==> config.mk <==
export PLATFORM = sky130hd
export DESIGN_NAME = spp_front_flat
export DESIGN_NICKNAME = d
export VERILOG_FILES = /design/src/rtl/core/spp_pkg.sv /design/src/rtl/core/spp_if.sv /design/src/rtl/core/spp_front.sv /design/src/flat_wrapper.sv
export SDC_FILE = /design/constraint.sdc
export NUM_CORES = 1
export LEC_CHECK = 0
export BUFFER_PORTS_ARGS = -buffer_cell sky130_fd_sc_hd__buf_2
export CORE_AREA = 2 2 142 144
export DETAILED_ROUTE_END_ITERATION = 7
export DIE_AREA = 0 0 144 146
export GPL_TIMING_DRIVEN = 0
export PLACE_DENSITY = 0.58
export SLEW_MARGIN = 20
export SYNTH_ARGS = -nofsm -noshare
export SYNTH_HDL_FRONTEND = slang
export SYNTH_SLANG_ARGS = --single-unit
==> constraint.sdc <==
create_clock -name vclk -period 3.9
set_input_delay 0.39 -clock vclk [all_inputs]
set_output_delay 0.39 -clock vclk [all_outputs]
set_load 0.005 [all_outputs]
==> src/rtl/core/spp_pkg.sv <==
// ----------------------------------------------------------------------------
// spp_pkg
// Shared widths, codes and types of the segment projection block.
// ----------------------------------------------------------------------------
`default_nettype none

package spp_pkg;

  localparam int unsigned CoordW    = 32;
  localparam int unsigned DiffW     = 33;
  localparam int unsigned ProdW     = 66;
  localparam int unsigned NumW      = 66;
  localparam int unsigned QuoW      = 34;
  localparam int unsigned LenW      = 33;
  localparam int unsigned ProgInW   = 34;
  localparam int unsigned LatW      = 34;
  localparam int unsigned MinW      = 16;
  localparam int unsigned CfgIdxW   = 3;
  localparam int unsigned CfgDataW  = 32;
  localparam int unsigned SqrtSteps = 33;
  localparam int unsigned RemW      = 37;

  localparam logic [MinW-1:0] MinLenReset = 16'd66;
  localparam logic [QuoW-1:0] LatNegMax   = 34'h2_0000_0000;
  localparam logic [QuoW-1:0] LatPosMax   = 34'h1_FFFF_FFFF;

  typedef enum logic [CfgIdxW-1:0] {
    REG_START_X     = 3'd0,
    REG_START_Y     = 3'd1,
    REG_END_X       = 3'd2,
    REG_END_Y       = 3'd3,
    REG_START_VALID = 3'd4,
    REG_END_VALID   = 3'd5,
    REG_MIN_LEN     = 3'd6
  } cfg_reg_e;

  typedef enum logic {
    OP_PROJECT     = 1'b0,
    OP_AT_PROGRESS = 1'b1
  } op_e;

  typedef struct packed {
    logic                     busy;
    logic                     ok;
    logic [LenW-1:0]          len;
    logic signed [CoordW-1:0] sx;
    logic signed [CoordW-1:0] sy;
    logic signed [DiffW-1:0]  dx;
    logic signed [DiffW-1:0]  dy;
  } line_t;

  typedef struct packed {
    logic                      ok;
    logic                      op;
    logic signed [DiffW-1:0]   rx;
    logic signed [DiffW-1:0]   ry;
    logic signed [ProgInW-1:0] pin;
  } item_t;

endpackage

`default_nettype wire

==> src/rtl/core/spp_if.sv <==
// ----------------------------------------------------------------------------
// spp_if
// Query and result channels: valid, ready and the word's fields.
// ----------------------------------------------------------------------------
`default_nettype none

interface spp_in_if;
  logic                               valid;
  logic                               ready;
  logic                               op;
  logic signed [spp_pkg::CoordW-1:0]  point_x;
  logic signed [spp_pkg::CoordW-1:0]  point_y;
  logic signed [spp_pkg::ProgInW-1:0] progress_in;
  modport source (output valid, op, point_x, point_y, progress_in, input ready);
  modport sink (input valid, op, point_x, point_y, progress_in, output ready);
endinterface


`default_nettype wire

==> src/rtl/core/spp_front.sv <==
// ----------------------------------------------------------------------------
// spp_front
// Accepts queries, offsets the point from the line start and tags the word
// with its op and the line's usability.
// ----------------------------------------------------------------------------
`default_nettype none

module spp_front (
  spp_in_if.sink                  in_i,
  input  spp_pkg::line_t          line_i,
  input  wire logic               full_i,
  output logic                    push_o,
  output spp_pkg::item_t          item_o
);

  assign in_i.ready = !line_i.busy && !full_i;
  assign push_o     = in_i.valid && in_i.ready;

  assign item_o.ok  = line_i.ok;
  assign item_o.op  = in_i.op;
  assign item_o.rx  = {in_i.point_x[spp_pkg::CoordW-1], in_i.point_x}
                    - {line_i.sx[spp_pkg::CoordW-1], line_i.sx};
  assign item_o.ry  = {in_i.point_y[spp_pkg::CoordW-1], in_i.point_y}
                    - {line_i.sy[spp_pkg::CoordW-1], line_i.sy};
  assign item_o.pin = in_i.progress_in;

endmodule

`default_nettype wire

==> src/flat_wrapper.sv <==
// flat-port wrapper written by rule: the top's interface ports become plain ports
module spp_front_flat 
  (line_i, full_i, push_o, item_o, in_i_valid, in_i_op, in_i_point_x, in_i_point_y, in_i_progress_in, in_i_ready);
  spp_in_if in_i_i ();
  input  spp_pkg::line_t line_i;
  input  wire logic full_i;
  output logic push_o;
  output spp_pkg::item_t item_o;
  input wire logic [$bits(in_i_i.valid)-1:0] in_i_valid;
  input wire logic [$bits(in_i_i.op)-1:0] in_i_op;
  input wire logic [$bits(in_i_i.point_x)-1:0] in_i_point_x;
  input wire logic [$bits(in_i_i.point_y)-1:0] in_i_point_y;
  input wire logic [$bits(in_i_i.progress_in)-1:0] in_i_progress_in;
  output wire logic [$bits(in_i_i.ready)-1:0] in_i_ready;
  assign in_i_i.valid = in_i_valid;
  assign in_i_i.op = in_i_op;
  assign in_i_i.point_x = in_i_point_x;
  assign in_i_i.point_y = in_i_point_y;
  assign in_i_i.progress_in = in_i_progress_in;
  assign in_i_ready = in_i_i.ready;
  spp_front u_core (.in_i(in_i_i), .line_i(line_i), .full_i(full_i), .push_o(push_o), .item_o(item_o));
endmodule
==> results.cfg, run 1 <==
[run_status]
outcome = completed

[worst_setup_path]
timing_worst_setup_path_type = in -> out
path_cells = buf_2 > inv_1 > ha_1 > fa_1 > nor2b_1 > o211ai_1 > a21oi_2 > o21ai_1 > a2111oi_1 > o21ai_1 > a21o_1 > a31o_1 > buf_2
critical_path.max_stage_delay_ns = 0.51
cp-start-kind = primary input
cp-startpoint = in_i_point_y[0]
cp_max_fo = 5
slowest_stage = a2111oi_1
worstPathArrival_ns = 3.19
end_kind = primary output
cp.required_ns = 3.51

[layout]
drive_gt1_frac = 0.353
nNetsFinal = 1155
seq_cell_count = 0
num-clock-buffers = 0
regArea_um2 = 0
syn_to_final_growth_pct = 38.9
stdcell_count = 1088

[detailed_routing]
wl_um = 13200
drc = 0
dr.pass1.iters = 4
drt-wirelength-per-cell_um = 12.1
ant_nets = 0
drtIter0Drc = 139
via_per_inst = 4.32
vias = 4701

[sta]
rsz0062_at_grt = false
fin_crit_sh = 0.917
fmax_ghz = 0.280
hold_viol = 0
period_minus_slack_ns = 3.58
maxSlewViolCount = 0
slew_headroom = 0.668
setup_viol = 0
worst_slew_pin_slew_ns = 0.498
tns_ns = 0

[worst_hold_path]
hold_start = in_i_op
hp-class = in -> out
min_delay_path_depth = 2
hold_end = item_o[100]

[grt]
grt_pass1_vias = 4259
grt_pass1_wl_um = 20300
grt-ovfl-total = 0
grt_max_degree = 10
track_usage = 0.114
antenna_found_initial = 4

[power_and_ir_drop]
p_per_area_nw_per_um2 = 171
p_leak_nw = 3.07
ir_drop_mv = 0.0491

[floorplanning]
chipHeight_um = 146
fp.coreArea_um2 = 19300
die_w_um = 144
io-pin-count = 370
design.die.area_um2 = 21000
num_rows = 51
start_util = 0.201

[placed_design]
placed_cells = 1086
hpwl_um = 11900
routabilityCongestion = 0.841
portBuffers = 235

[synthesis]
ys.warnings.count = 0
synth_nets = 918
avgSynthCellArea_um2 = 6.64
synth.distinct_cells = 58
synth_most_common_cell = inv_1
yosysTopAreaCellShare = 0.206
yosys.area.top_type = ha_1
syn_area_um2 = 3890
synthTopCellsByArea = ha_1 21%, a21oi_1 9.4%, inv_1 8.3%, xnor2_1 8.1%, buf_4 7.1%
ys_seq_area_frac = 0
synth_top_cells_by_count = 86 x inv_1, 73 x a21oi_1, 64 x ha_1
synth_cells = 586

[clock_tree]
post_cts_buffers = 0

[flow_run]
drv_cap = 0
-- per-layer routing --
| metal | vias to the layer above | track usage | wire, µm |
|---|---|---|---|
| li1 | 2483 | - | - |
| met1 | 2072 | 0.161 | 6180 |
| met2 | 132 | 0.193 | 6040 |
| met3 | 10 | 0.0102 | 786 |
| met4 | 4 | 0.0113 | 144 |
| met5 | - | 0 | 27 |
-- worst max-delay path by stage --
stage / to / slack (ns) / cells past startpoint
3_5_place_dp: item_o[66] / 0.27 / 13
3_3_place_gp: item_o[66] / 0.25 / 13
4_1_cts: item_o[66] / 0.24 / 13
5_1_grt: item_o[66] / 0.1 / 13
6_report: item_o[66] / 0.32 / 13
2_1_floorplan: item_o[97] / 0.90 / 11
-- critical path: cells and delay by family --
family	cells	cell delay [ns]
AOI/OAI and AO/OA	7	1.79
adders and majority gates	2	0.62
buffers and inverters	3	0.22
and+or+nand+nor	1	0.16
-- kinds of logic (layout without fill, tap and decap cells) --
logic type	Yosys count	in the layout	synth area share
AOI/OAI and AO/OA	191	191	0.314
buffers and inverters	133	368	0.170
and+or+nand+nor	136	136	0.164
adders and majority gates	66	66	0.216
other	0	2	0
xor gates and xnor gates	59	59	0.133
muxes	1	1	0.00257
-- timing repair --
| action | CTS | global route |
|---|---|---|
| hold endpoints to repair | 0 | 0 |
| gates resized for setup | 0 | 1 |
| endpoints found under the setup margin | 0 | 1 |
| hold buffers | 0 | 0 |
-- metrics by stage --
stage	setup WS (ns)	util	hold slack, ns	power [mW]	area [µm²]
final	0.322	0.280	0.945	0.924	5410
after global placement	0.254	0.279	0.946	0.930	5400
after global routing	0.0972	0.279	0.948	1.04	5400
after detailed placement	0.266	0.279	0.946	0.928	5400
after CTS	0.245	0.279	0.946	0.935	5400
after floorplan	0.897	-	0.812	0.574	3890
-- cells in the final DEF (no fill, tap or decap), drive strengths merged, types with 2 or more instances in the layout --
master / synthesis / layout
nand2b: 7 / 7
xor2: 23 / 23
inv: 86 / 86
clkbuf: 3 / 3
nand3: 12 / 12
a21o: 27 / 27
a2111oi: 3 / 3
nand2: 50 / 50
o2111ai: 3 / 3
o31ai: 8 / 8
nand4: 11 / 11
o211ai: 4 / 4
ha: 64 / 64
a31o: 3 / 3
buf: 44 / 279
nor2b: 5 / 5
and3: 3 / 3
o21a: 8 / 8
a21oi: 75 / 75
o21ai: 31 / 31
diode: 0 / 2
or2: 3 / 3
o21bai: 10 / 10
a211oi: 4 / 4
fa: 2 / 2
o41ai: 3 / 3
nor2: 33 / 33
a31oi: 3 / 3
a21boi: 2 / 2
and2: 4 / 4
nor3: 3 / 3
xnor2: 36 / 36
-- cell type report --
cell class,count,area (µm²)
inverter,86,323
timing repair buffer,235,1180
multi-input combinational,453,3230
fill,2204,13900
tap,265,332
antenna,2,5.00
buffer,47,340
-- report_power, final --
group          leakage (nW)     total, mW  switching (mW)  internal [mW]
logic                  3.07         0.924           0.482          0.442
clock network     0.0000127  0.0000000686               0   0.0000000685
registers                 0             0               0              0
total                  3.07         0.924           0.482          0.442
No activity file was read; power rests on OpenSTA's default activity.
==> run 2, diff against run 1 <==
- clock period: 3.9 -> 4.1 ns (I/O delays scaled with it)
==> results.cfg, run 2 (same netlist as run 1, synthesis figures left out) <==
[layout]
drive_gt1_frac = 0.353
nNetsFinal = 1155
layout_common_cells = 237 x buf_2, 86 x inv_1, 73 x a21oi_1
final_area_um2 = 5400
seq_cell_count = 0
post-route-util = 0.279
num-clock-buffers = 0
layout_commonest_cell = buf_2
syn_to_final_growth_pct = 38.9
regArea_um2 = 0

[placed_design]
portBuffers = 235
hpwl_um = 11900
place_ws_ns = 0.426
placed_cell_area_um2 = 5400
routabilityCongestion = 0.841

[worst_setup_path]
path_cells = buf_2 > inv_1 > ha_1 > fa_1 > nor2b_1 > o211ai_1 > a21oi_2 > o21ai_1 > a2111oi_0 > o21ai_1 > a21o_1 > a31o_1 > buf_2
slowest_stage = a2111oi_0
cp.required_ns = 3.69
critical_path.max_stage_delay_ns = 0.60
cp-start-kind = primary input
cp_max_fo = 5
worstPathArrival_ns = 3.33
timing_worst_setup_path_type = in -> out
end_kind = primary output

[detailed_routing]
drt-wirelength-per-cell_um = 12.1
wl_um = 13200
dr.pass1.iters = 4
ant_nets = 0
drtIter0Drc = 135
via_per_inst = 4.32
vias = 4699
drc = 0

[power_and_ir_drop]
ir_drop_mv = 0.0467
finalPower_mw = 0.879
p_leak_nw = 3.07
p_per_area_nw_per_um2 = 163

[sta]
tns_ns = 0
period_minus_slack_ns = 3.74
rsz0062_at_grt = false
setup_viol = 0
maxSlewViolCount = 0
hold_viol = 0
fin_ws_ns = 0.360
fmax_ghz = 0.267
fin_crit_sh = 0.912
worst_slew_pin_slew_ns = 0.606
slew_headroom = 0.586

[flow_run]
drv_cap = 0

[floorplanning]
chipHeight_um = 146
num_rows = 51
die_w_um = 144
io-pin-count = 370
fp.coreArea_um2 = 19300
start_util = 0.201
design.die.area_um2 = 21000

[grt]
antenna_found_initial = 4
track_usage = 0.114
grt_pass1_wl_um = 20300
grt_pass1_vias = 4259
grt_max_degree = 10
grt-ovfl-total = 0

[clock_tree]
postCtsResizedCells = 0
holdBufCountCts = 0
post_cts_buffers = 0

[run_status]
outcome = completed

[worst_hold_path]
hp-class = in -> out
==> run 2: per-layer routing <==
metal / up-vias / track usage / routed length (µm)
met1: 2072 / 0.161 / 6180
met3: 10 / 0.0102 / 786
li1: 2481 / - / -
met5: - / 0 / 27
met4: 4 / 0.0113 / 144
met2: 132 / 0.193 / 6040
==> run 2: per-stage QoR <==
stage | instances | hold slack [ns]
5_1_grt | 1087 | 0.988
4_1_cts | 1086 | 0.986
6_report | 1088 | 0.985
2_1_floorplan | 586 | 0.852
3_3_place_gp | 1086 | 0.986
3_5_place_dp | 1086 | 0.986
==> run 2: critical path: cells and delay by family <==
| family | cells | cell delay (ns) |
|---|---|---|
| AOI/OAI and AO/OA | 7 | 1.91 |
| adders and majority gates | 2 | 0.62 |
| buffers and inverters | 3 | 0.22 |
| and+or+nand+nor | 1 | 0.16 |
==> run 2: final timing paths <==
path / from / to / cells past startpoint
max: in_i_point_y[0] / item_o[66] / 13
min: in_i_op / item_o[100] / 2
==> run 2: area by class of cell <==
| type | count | area (µm²) |
|---|---|---|
| Fill cell | 2205 | 13900 |
| Multi-Input combinational cell | 453 | 3230 |
| Timing Repair Buffer | 235 | 1180 |
| Buffer | 47 | 340 |
| Tap cell | 265 | 332 |
| Inverter | 86 | 323 |
| Antenna cell | 2 | 5.00 |
==> run 2: power breakdown <==
part / switching (mW) / internal, mW / total, mW
Clock: 0 / 0.0000000652 / 0.0000000652
Combinational: 0.458 / 0.421 / 0.879
Sequential: 0 / 0 / 0
