<file path="src/rtl/core/spp_pkg.sv">
// ----------------------------------------------------------------------------
// spp_pkg
// Shared widths, codes and types of the segment projection block.
// ----------------------------------------------------------------------------
`default_nettype none

package spp_pkg;

  localparam int unsigned CoordW    = 32;
  localparam int unsigned DiffW     = 33;
  localparam int unsigned ProdW     = 66;
  localparam int unsigned NumW      = 66;
  localparam int unsigned QuoW      = 34;
  localparam int unsigned LenW      = 33;
  localparam int unsigned ProgInW   = 34;
  localparam int unsigned LatW      = 34;
  localparam int unsigned MinW      = 16;
  localparam int unsigned CfgIdxW   = 3;
  localparam int unsigned CfgDataW  = 32;
  localparam int unsigned SqrtSteps = 33;
  localparam int unsigned RemW      = 37;

  localparam logic [MinW-1:0] MinLenReset = 16'd66;
  localparam logic [QuoW-1:0] LatNegMax   = 34'h2_0000_0000;
  localparam logic [QuoW-1:0] LatPosMax   = 34'h1_FFFF_FFFF;

  typedef enum logic [CfgIdxW-1:0] {
    REG_START_X     = 3'd0,
    REG_START_Y     = 3'd1,
    REG_END_X       = 3'd2,
    REG_END_Y       = 3'd3,
    REG_START_VALID = 3'd4,
    REG_END_VALID   = 3'd5,
    REG_MIN_LEN     = 3'd6
  } cfg_reg_e;

  typedef enum logic {
    OP_PROJECT     = 1'b0,
    OP_AT_PROGRESS = 1'b1
  } op_e;

  typedef struct packed {
    logic                     busy;
    logic                     ok;
    logic [LenW-1:0]          len;
    logic signed [CoordW-1:0] sx;
    logic signed [CoordW-1:0] sy;
    logic signed [DiffW-1:0]  dx;
    logic signed [DiffW-1:0]  dy;
  } line_t;

  typedef struct packed {
    logic                      ok;
    logic                      op;
    logic signed [DiffW-1:0]   rx;
    logic signed [DiffW-1:0]   ry;
    logic signed [ProgInW-1:0] pin;
  } item_t;

endpackage

`default_nettype wire

</file>
<file path="src/rtl/core/spp_fifo.sv">
// ----------------------------------------------------------------------------
// spp_fifo
// Short queue of classified words between front and back.
// ----------------------------------------------------------------------------
`default_nettype none

module spp_fifo #(
  parameter int unsigned Depth = 4
) (
  input  wire logic          clk_i,
  input  wire logic          rst_ni,
  input  wire logic          push_i,
  input  spp_pkg::item_t     item_i,
  output logic               full_o,
  input  wire logic          pop_i,
  output logic               empty_o,
  output spp_pkg::item_t     item_o
);

  localparam int unsigned PtrW = (Depth > 1) ? $clog2(Depth) : 1;
  localparam int unsigned CntW = $clog2(Depth + 1);

  spp_pkg::item_t    mem_q [Depth];
  logic [PtrW-1:0]   wr_q, rd_q;
  logic [CntW-1:0]   cnt_q;
  logic              do_push, do_pop;

  assign full_o  = cnt_q == CntW'(Depth);
  assign empty_o = cnt_q == '0;
  assign do_push = push_i && !full_o;
  assign do_pop  = pop_i && !empty_o;
  assign item_o  = mem_q[rd_q];

  always_ff @(posedge clk_i) begin
    if (do_push) begin
      mem_q[wr_q] <= item_i;
    end
  end

  always_ff @(posedge clk_i or negedge rst_ni) begin
    if (!rst_ni) begin
      wr_q  <= '0;
      rd_q  <= '0;
      cnt_q <= '0;
    end else begin
      if (do_push) begin
        wr_q <= (wr_q == PtrW'(Depth - 1)) ? '0 : wr_q + 1'b1;
      end
      if (do_pop) begin
        rd_q <= (rd_q == PtrW'(Depth - 1)) ? '0 : rd_q + 1'b1;
      end
      if (do_push && !do_pop) begin
        cnt_q <= cnt_q + 1'b1;
      end else if (do_pop && !do_push) begin
        cnt_q <= cnt_q - 1'b1;
      end
    end
  end

endmodule

`default_nettype wire

</file>
<file path="config.mk">
export PLATFORM = sky130hd
export DESIGN_NAME = spp_fifo
export DESIGN_NICKNAME = d
export VERILOG_FILES = /design/src/rtl/core/spp_pkg.sv /design/src/rtl/core/spp_fifo.sv
export SDC_FILE = /design/constraint.sdc
export NUM_CORES = 1
export LEC_CHECK = 0
export BUFFER_PORTS_ARGS = -buffer_cell sky130_fd_sc_hd__buf_2
export CAP_MARGIN = 20
export CORE_MARGIN = 2
export CORE_UTILIZATION = 50
export DETAILED_ROUTE_END_ITERATION = 8
export HOLD_SLACK_MARGIN = 0.06
export PLACE_DENSITY = 0.77
export REMOVE_ABC_BUFFERS = 1
export SETUP_SLACK_MARGIN = 0.5
export SLEW_MARGIN = 20
export SYNTH_ARGS = -nofsm -noshare
export SYNTH_HDL_FRONTEND = slang
export SYNTH_SLANG_ARGS = --single-unit
</file>
<file path="constraint.sdc">
create_clock -name clk_i -period 17.39 [get_ports clk_i]
set_input_delay 0.8695 -clock clk_i [delete_from_list [all_inputs] [get_ports clk_i]]
set_output_delay 0.8695 -clock clk_i [all_outputs]
set_load 0.01 [all_outputs]
</file>
==> metrics.cfg, run 1 <==
[die]
die-area_sq_mm=0.0318
core_sq_mm=0.0298
initial_core_util_pct=51.1
dieHeight_microns=178
die_w_microns=178
rows=63
ios=210

[route]
finalWirelength_mm=27.1
avgRoutedWirePerCell_microns=22.1
ant_nets=0
drc_errors=0
first_pass_iters=4
vias=6758
initialDrtViolationCount=430
vias_per_cell=5.49

[critical_path]
cp.depth=3
critPathMaxStageDelay_ns=0.90
critical_path_arrival_ns=3.00
crit_path_end_kind=output port
cp_slowest_cell=dfrtp_4
cp_max_fo=38
critPathTopFamily=buffers and inverters
start_kind=flip-flop
path_buf_inv=2
crit_type=flip-flop to output port
crit_chain=buf_4 -> mux4_2 -> buf_2
rr_worst_depth=4
required_ns=16.52

[logic_synthesis]
async_flop_share_pct=1.69
ys_types=23
synth_edf_count=408
synth_top_family_by_area=multiplexers
synthAdderAreaFrac_pct=0.625
ys_seq_area_share_pct=81.7
synth-xor-area-share_pct=0.173
muxShareOfSynthArea_pct=15.4
ys_ff_latch=415
synth_compound_area_share_pct=0.132
yosys_warnings=0
syn_avg_cell_area_sq_um=26.7
synth_ff_type=edfxtp_1
synth_area_sq_mm=0.0152
synthCells=570
synth-simple-area-share_pct=0.428

[sta]
report.final.slew_viol_count=0
tightest_slew_ns=1.02
rsz0062_at_grt=false
fin_setup_tns_ns=0
fin_crit_ns=3.87
fmax_ghz=0.258
relSlewSlack_pct=31.7
hold_viol=0
period_share_pct=22.3
clock_skew_ns=0.0180
setup_viol=0

[global_route]
grt_pass1_wl_mm=41.3
overflow=0
grt_max_degree=67
antenna_found_initial=3
grt_use_total_pct=17.3
grt_pass1_vias=7251

[final_layout]
n_fill_cell=2059
final_util_pct=60.6
drive_above_1_share_pct=47.1
area.growth.synth_to_final_pct=18.6
multi_input_area_sq_mm=0.00256
layout.nets=920
ff_latch_area_sq_mm=0.0124

[placed_design]
dp_hpwl_mm=15.7
gp_congestion=0.711
port_buffers=209

[clock_tree]
postCtsSetupRepairBufs=0
clk_pin_slew_worst_paths_ns=0.06
htree_levels=2
tritoncts=yes
cts_hold_buf=0
cts_sinks=415
worstSkewPairLatency_ns=0.52
numCtsBuffers=41
post_cts_resize_count=0
clockBufferDepth=3
ctsRootBufferMaster=clkbuf_16

[power_and_ir_drop]
p_leak_uw=0.00615
peakVddDrop_uv=127
power_density_mw_per_mm2=174

[worst_hold_path]
hold_class=input port to async pin

[run]
drv_cap=0

[outcome]
status=finished, final reports clean

-- Yosys cell counts, types with 2 or more instances --
cell type	n	share of area, %
xor2_1	2	0.12
edfxtp_1	408	81
buf_1	3	0.074
buf_2	8	0.26
buf_4	4	0.20
nor3_1	2	0.066
and2_1	3	0.12
ha_1	6	0.49
mux2_2	4	0.30
inv_1	3	0.074
mux4_2	102	15
buf_12	6	0.79
nor2_1	3	0.074
dfrtp_1	7	1.2
-- worst paths after layout --
kind / startpoint / endpoint / slack (ns)
setup / recovery: rd_q[0] / item_o[55] / 13.52
hold / removal: rst_ni / rd_q[1] / 0.17
setup reg to reg: cnt_q[2] / mem_q[1][96] / 14.53
hold reg to reg: cnt_q[2] / cnt_q[2] / 0.55
max in group asynchronous: rst_ni / rd_q[0] / 17.03
min in group clk_i: cnt_q[2] / cnt_q[2] / 0.55
-- power breakdown --
part / internal, uW / switching (uW) / leakage [uW]
Combinational: 382 / 425 / 0.00163
Clock: 567 / 353 / 0.000698
Sequential: 1320 / 95.3 / 0.00382
-- routing by layer --
metal	GRT usage [%]	wire, microns	up-vias
met4	4.91	514	4
met5	0	29	-
met1	24.0	11500	3504
li1	-	-	2948
met2	27.6	13100	262
met3	4.48	2020	40
-- final cells by class --
| cell class | instances | share of cell area (%) |
|---|---|---|
| sequential | 415 | 68.9 |
| multi-input combinational | 129 | 14.2 |
| clock buffer | 52 | 6.26 |
| timing repair buffer | 217 | 6.13 |
| tap | 390 | 2.70 |
| clock inverter | 23 | 1.70 |
| inverter | 3 | 0.0624 |
| antenna | 1 | 0.0139 |
-- per-stage QoR --
stage | total power [uW] | std cells | hold WS (ns) | worst slack (ns) | cell area [sq um]
2_1_floorplan | 1990 | 547 | 0.493 | 11.62 | 15000
3_3_place_gp | 2250 | 1154 | 0.511 | 13.96 | 16600
3_5_place_dp | 2270 | 1154 | 0.539 | 13.95 | 16600
4_1_cts | 3190 | 1229 | 0.156 | 13.37 | 18000
5_1_grt | 3300 | 1230 | 0.162 | 13.23 | 18000
6_report | 3140 | 1230 | 0.173 | 13.52 | 18000
-- registers in the layout (all words and copies together), names as in the netlist --
register,count
rd_q,2
cnt_q,3
mem_q,408
wr_q,2
-- layout by cell type, fill, tap and decap left out, types with 2 or more instances in the layout --
cell        netlist  final
and2_4            0      3
clkinv_2          0      5
clkbuf_16         0     43
xor2_1            2      2
clkbuf_1          0      7
buf_2             8    209
clkbuf_8          0      2
inv_6             0      2
dfrtp_4           0      2
mux2_2            4      4
bufinv_16         0      7
mux4_2          102    102
clkinv_1          0      5
clkinvlp_4        0      2
edfxtp_1        408    408
dfrtp_1           7      5
ha_1              6      6
inv_1             3      3
buf_4             4      8
nor2_1            3      2
nor3_1            2      2
-- kinds of logic (layout without fill, tap and decap cells) --
family	after synthesis	count (layout)
flops	415	415
xor+xnor	3	3
simple gates	11	11
buf+inv	26	295
compound gates	2	2
other cells	0	1
mux	106	106
fa+ha+maj	7	7
Power figures use the tool's default switching activity.
==> run 2, diff against run 1 <==
Clock period 17.39 ns to 3.9 ns, I/O delays scaled along.
==> run 2 against run 1 <==
  * First-iteration DRC count is 0.93% higher
  * Clock power grew to 4.3 times the previous value
  * Clock-buffer cell count is 2 lower
  * Cell count is 8.7% higher
  * Combinational power grew to 4.7 times the previous value
==> metrics.cfg, run 2 (synthesized netlist as in run 1, its figures left out) <==
[final_layout]
regMostFlops=mem_q
fin_area_sq_mm=0.0191  ; +5.9%
mostFrequentLayoutCells=408 x edfxtp_1, 209 x buf_2, 105 x dlygate4sd3_1
final_common_cell=edfxtp_1
reg_top3=mem_q: 408 flops, cnt_q: 3 flops
drive_above_1_share_pct=41.8  ; -5.3 points
stdcell_count=1337  ; +8.7%
layout.nets=1029  ; +12%
final_util_pct=64.1  ; +3.6 points
area.growth.synth_to_final_pct=25.6
largest_register_ffs=408  ; unchanged
n_fill_cell=1971  ; -4.3%
num_antenna_cells=0  ; -1

[sta]
fmax_ghz=0.353
setup_ws_ns=1.07  ; -12.45 ns
period_share_pct=72.6
tightest_slew_ns=0.816  ; -0.209 ns
fin_crit_ns=2.83
hold_ws_ns=0.239  ; +0.0664 ns
rsz0062_at_grt=false
relSlewSlack_pct=45.6  ; +14 points
clock_skew_ns=0.00749  ; -0.0105 ns
hold_viol=0  ; unchanged
setup_viol=0  ; unchanged
report.final.slew_viol_count=0  ; unchanged

[critical_path]
crit_path_end_kind=output port
required_ns=3.70  ; -12.82 ns
start_kind=flip-flop
critical_path_arrival_ns=2.64  ; -0.36 ns
cp_max_fo=38  ; unchanged
crit_type=flip-flop to output port

[power_and_ir_drop]
p_int_uw=10100  ; +340%
combinationalPowerShare_pct=27.2  ; +1.5 points
power_density_mw_per_mm2=734  ; +320%
p_sw_share_pct=28.2  ; +0.39 points
p_leak_uw=0.00659  ; +7.2%
clkPwrFrac_pct=27.8  ; -1.5 points
peakVddDrop_uv=512  ; +300%
p_switching_uw=3950  ; +350%
pwr-share-seq_pct=45.0  ; about the same

[die]
dieHeight_microns=178  ; unchanged
die_w_microns=178  ; unchanged
rows=63  ; unchanged
ios=210  ; unchanged
die-area_sq_mm=0.0318  ; unchanged
core_sq_mm=0.0298  ; unchanged
initial_core_util_pct=51.1  ; unchanged

[route]
first_pass_iters=4  ; unchanged
initialDrtViolationCount=434  ; +0.93%
vias=7184  ; +6.3%
vias_per_cell=5.37  ; -2.2%
drc_errors=0  ; unchanged
avgRoutedWirePerCell_microns=21.5  ; -2.4%
finalWirelength_mm=28.8  ; +6.1%
ant_nets=0  ; unchanged

[clock_tree]
numCtsBuffers=42  ; +2.4%
ctsRootBufferMaster=clkbuf_16
htree_levels=2  ; unchanged
worstSkewPairLatency_ns=0.51  ; about the same
cts_sinks=415  ; unchanged
clockBufferDepth=3  ; unchanged
tritoncts=yes
clk_pin_slew_worst_paths_ns=0.06  ; about the same

[global_route]
grt_pass1_wl_mm=44.0  ; +6.6%
grt_use_total_pct=18.6  ; +1.3 points
grt_pass1_vias=7915  ; +9.2%
overflow=0  ; unchanged
antenna_found_initial=0  ; -3
grt_max_degree=78  ; +16%

[run]
drv_cap=0  ; unchanged

[placed_design]
port_buffers=209  ; unchanged
dp_cells=1157  ; +0.26%
postPlaceCellArea_sq_mm=0.0167  ; +0.51%
dpl_worst_slack_ns=1.52  ; -12.42 ns
gp_congestion=0.715  ; +0.56%
dp_hpwl_mm=16.5  ; +5.3%

[worst_hold_path]
hold_class=input port to flip-flop

[outcome]
status=finished, final reports clean

==> run 2: metal layers <==
layer	wire, microns	part of all wire [%]	GRT usage (%)
met5	0	0	0
met4	529	1.8	4.88
met3	1990	6.9	4.97
met2	14300	50	31.0
met1	12000	42	24.5
==> run 2: cell type report <==
class / instances / area [sq um] / area share (%)
Sequential cell: 415 / 12400 / 65.1
Inverter: 3 / 11.3 / 0.0589
Clock buffer: 50 / 1140 / 5.99
Multi-Input combinational cell: 129 / 2560 / 13.4
Timing Repair Buffer: 325 / 2240 / 11.7
Clock inverter: 25 / 225 / 1.18
Tap cell: 390 / 488 / 2.55
==> run 2: critical path, stage by stage, from the launching register on <==
cell and delay (ns):
dfrtp_4 0.92, buf_4 0.46, mux4_2 0.57, buf_2 0.16
==> run 2: repair_timing <==
item / 4_1_cts / 5_1_grt
gates resized for setup: 0 / 0
buffers inserted: 0 / 0
hold buffers: 105 / 0
hold endpoints to repair: 416 / 0
setup endpoints to repair: 0 / 0
==> run 2: per-stage QoR <==
| step | TNS (ns) | power (uW) |
|---|---|---|
| global route | 0 | 14700 |
| global placement | 0 | 10100 |
| finish | 0 | 14000 |
| detailed placement | 0 | 10200 |
| floorplan | -261.74 | 8870 |
| CTS | 0 | 14200 |
==> run 2: path summary, 6_finish.rpt <==
kind	end	slack [ns]	start	cells past startpoint
hold reg to reg	cnt_q[2]	0.55	cnt_q[2]	1
setup / recovery	item_o[59]	1.07	rd_q[0]	3
hold / removal	wr_q[1]	0.24	push_i	3
setup reg to reg	mem_q[0][19]	1.55	cnt_q[2]	4
max in group asynchronous	rd_q[1]	2.91	rst_ni	3
min in group asynchronous	wr_q[1]	0.68	rst_ni	3
==> run 2: power groups by stage <==
stage               Clock (uW)  Sequential, uW  Combinational, uW
floorplan                    0            6570               2310
global placement             0            6370               3770
detailed placement           0            6420               3790
CTS                       3990            6330               3890
global route              4160            6410               4130
finish                    3910            6310               3810
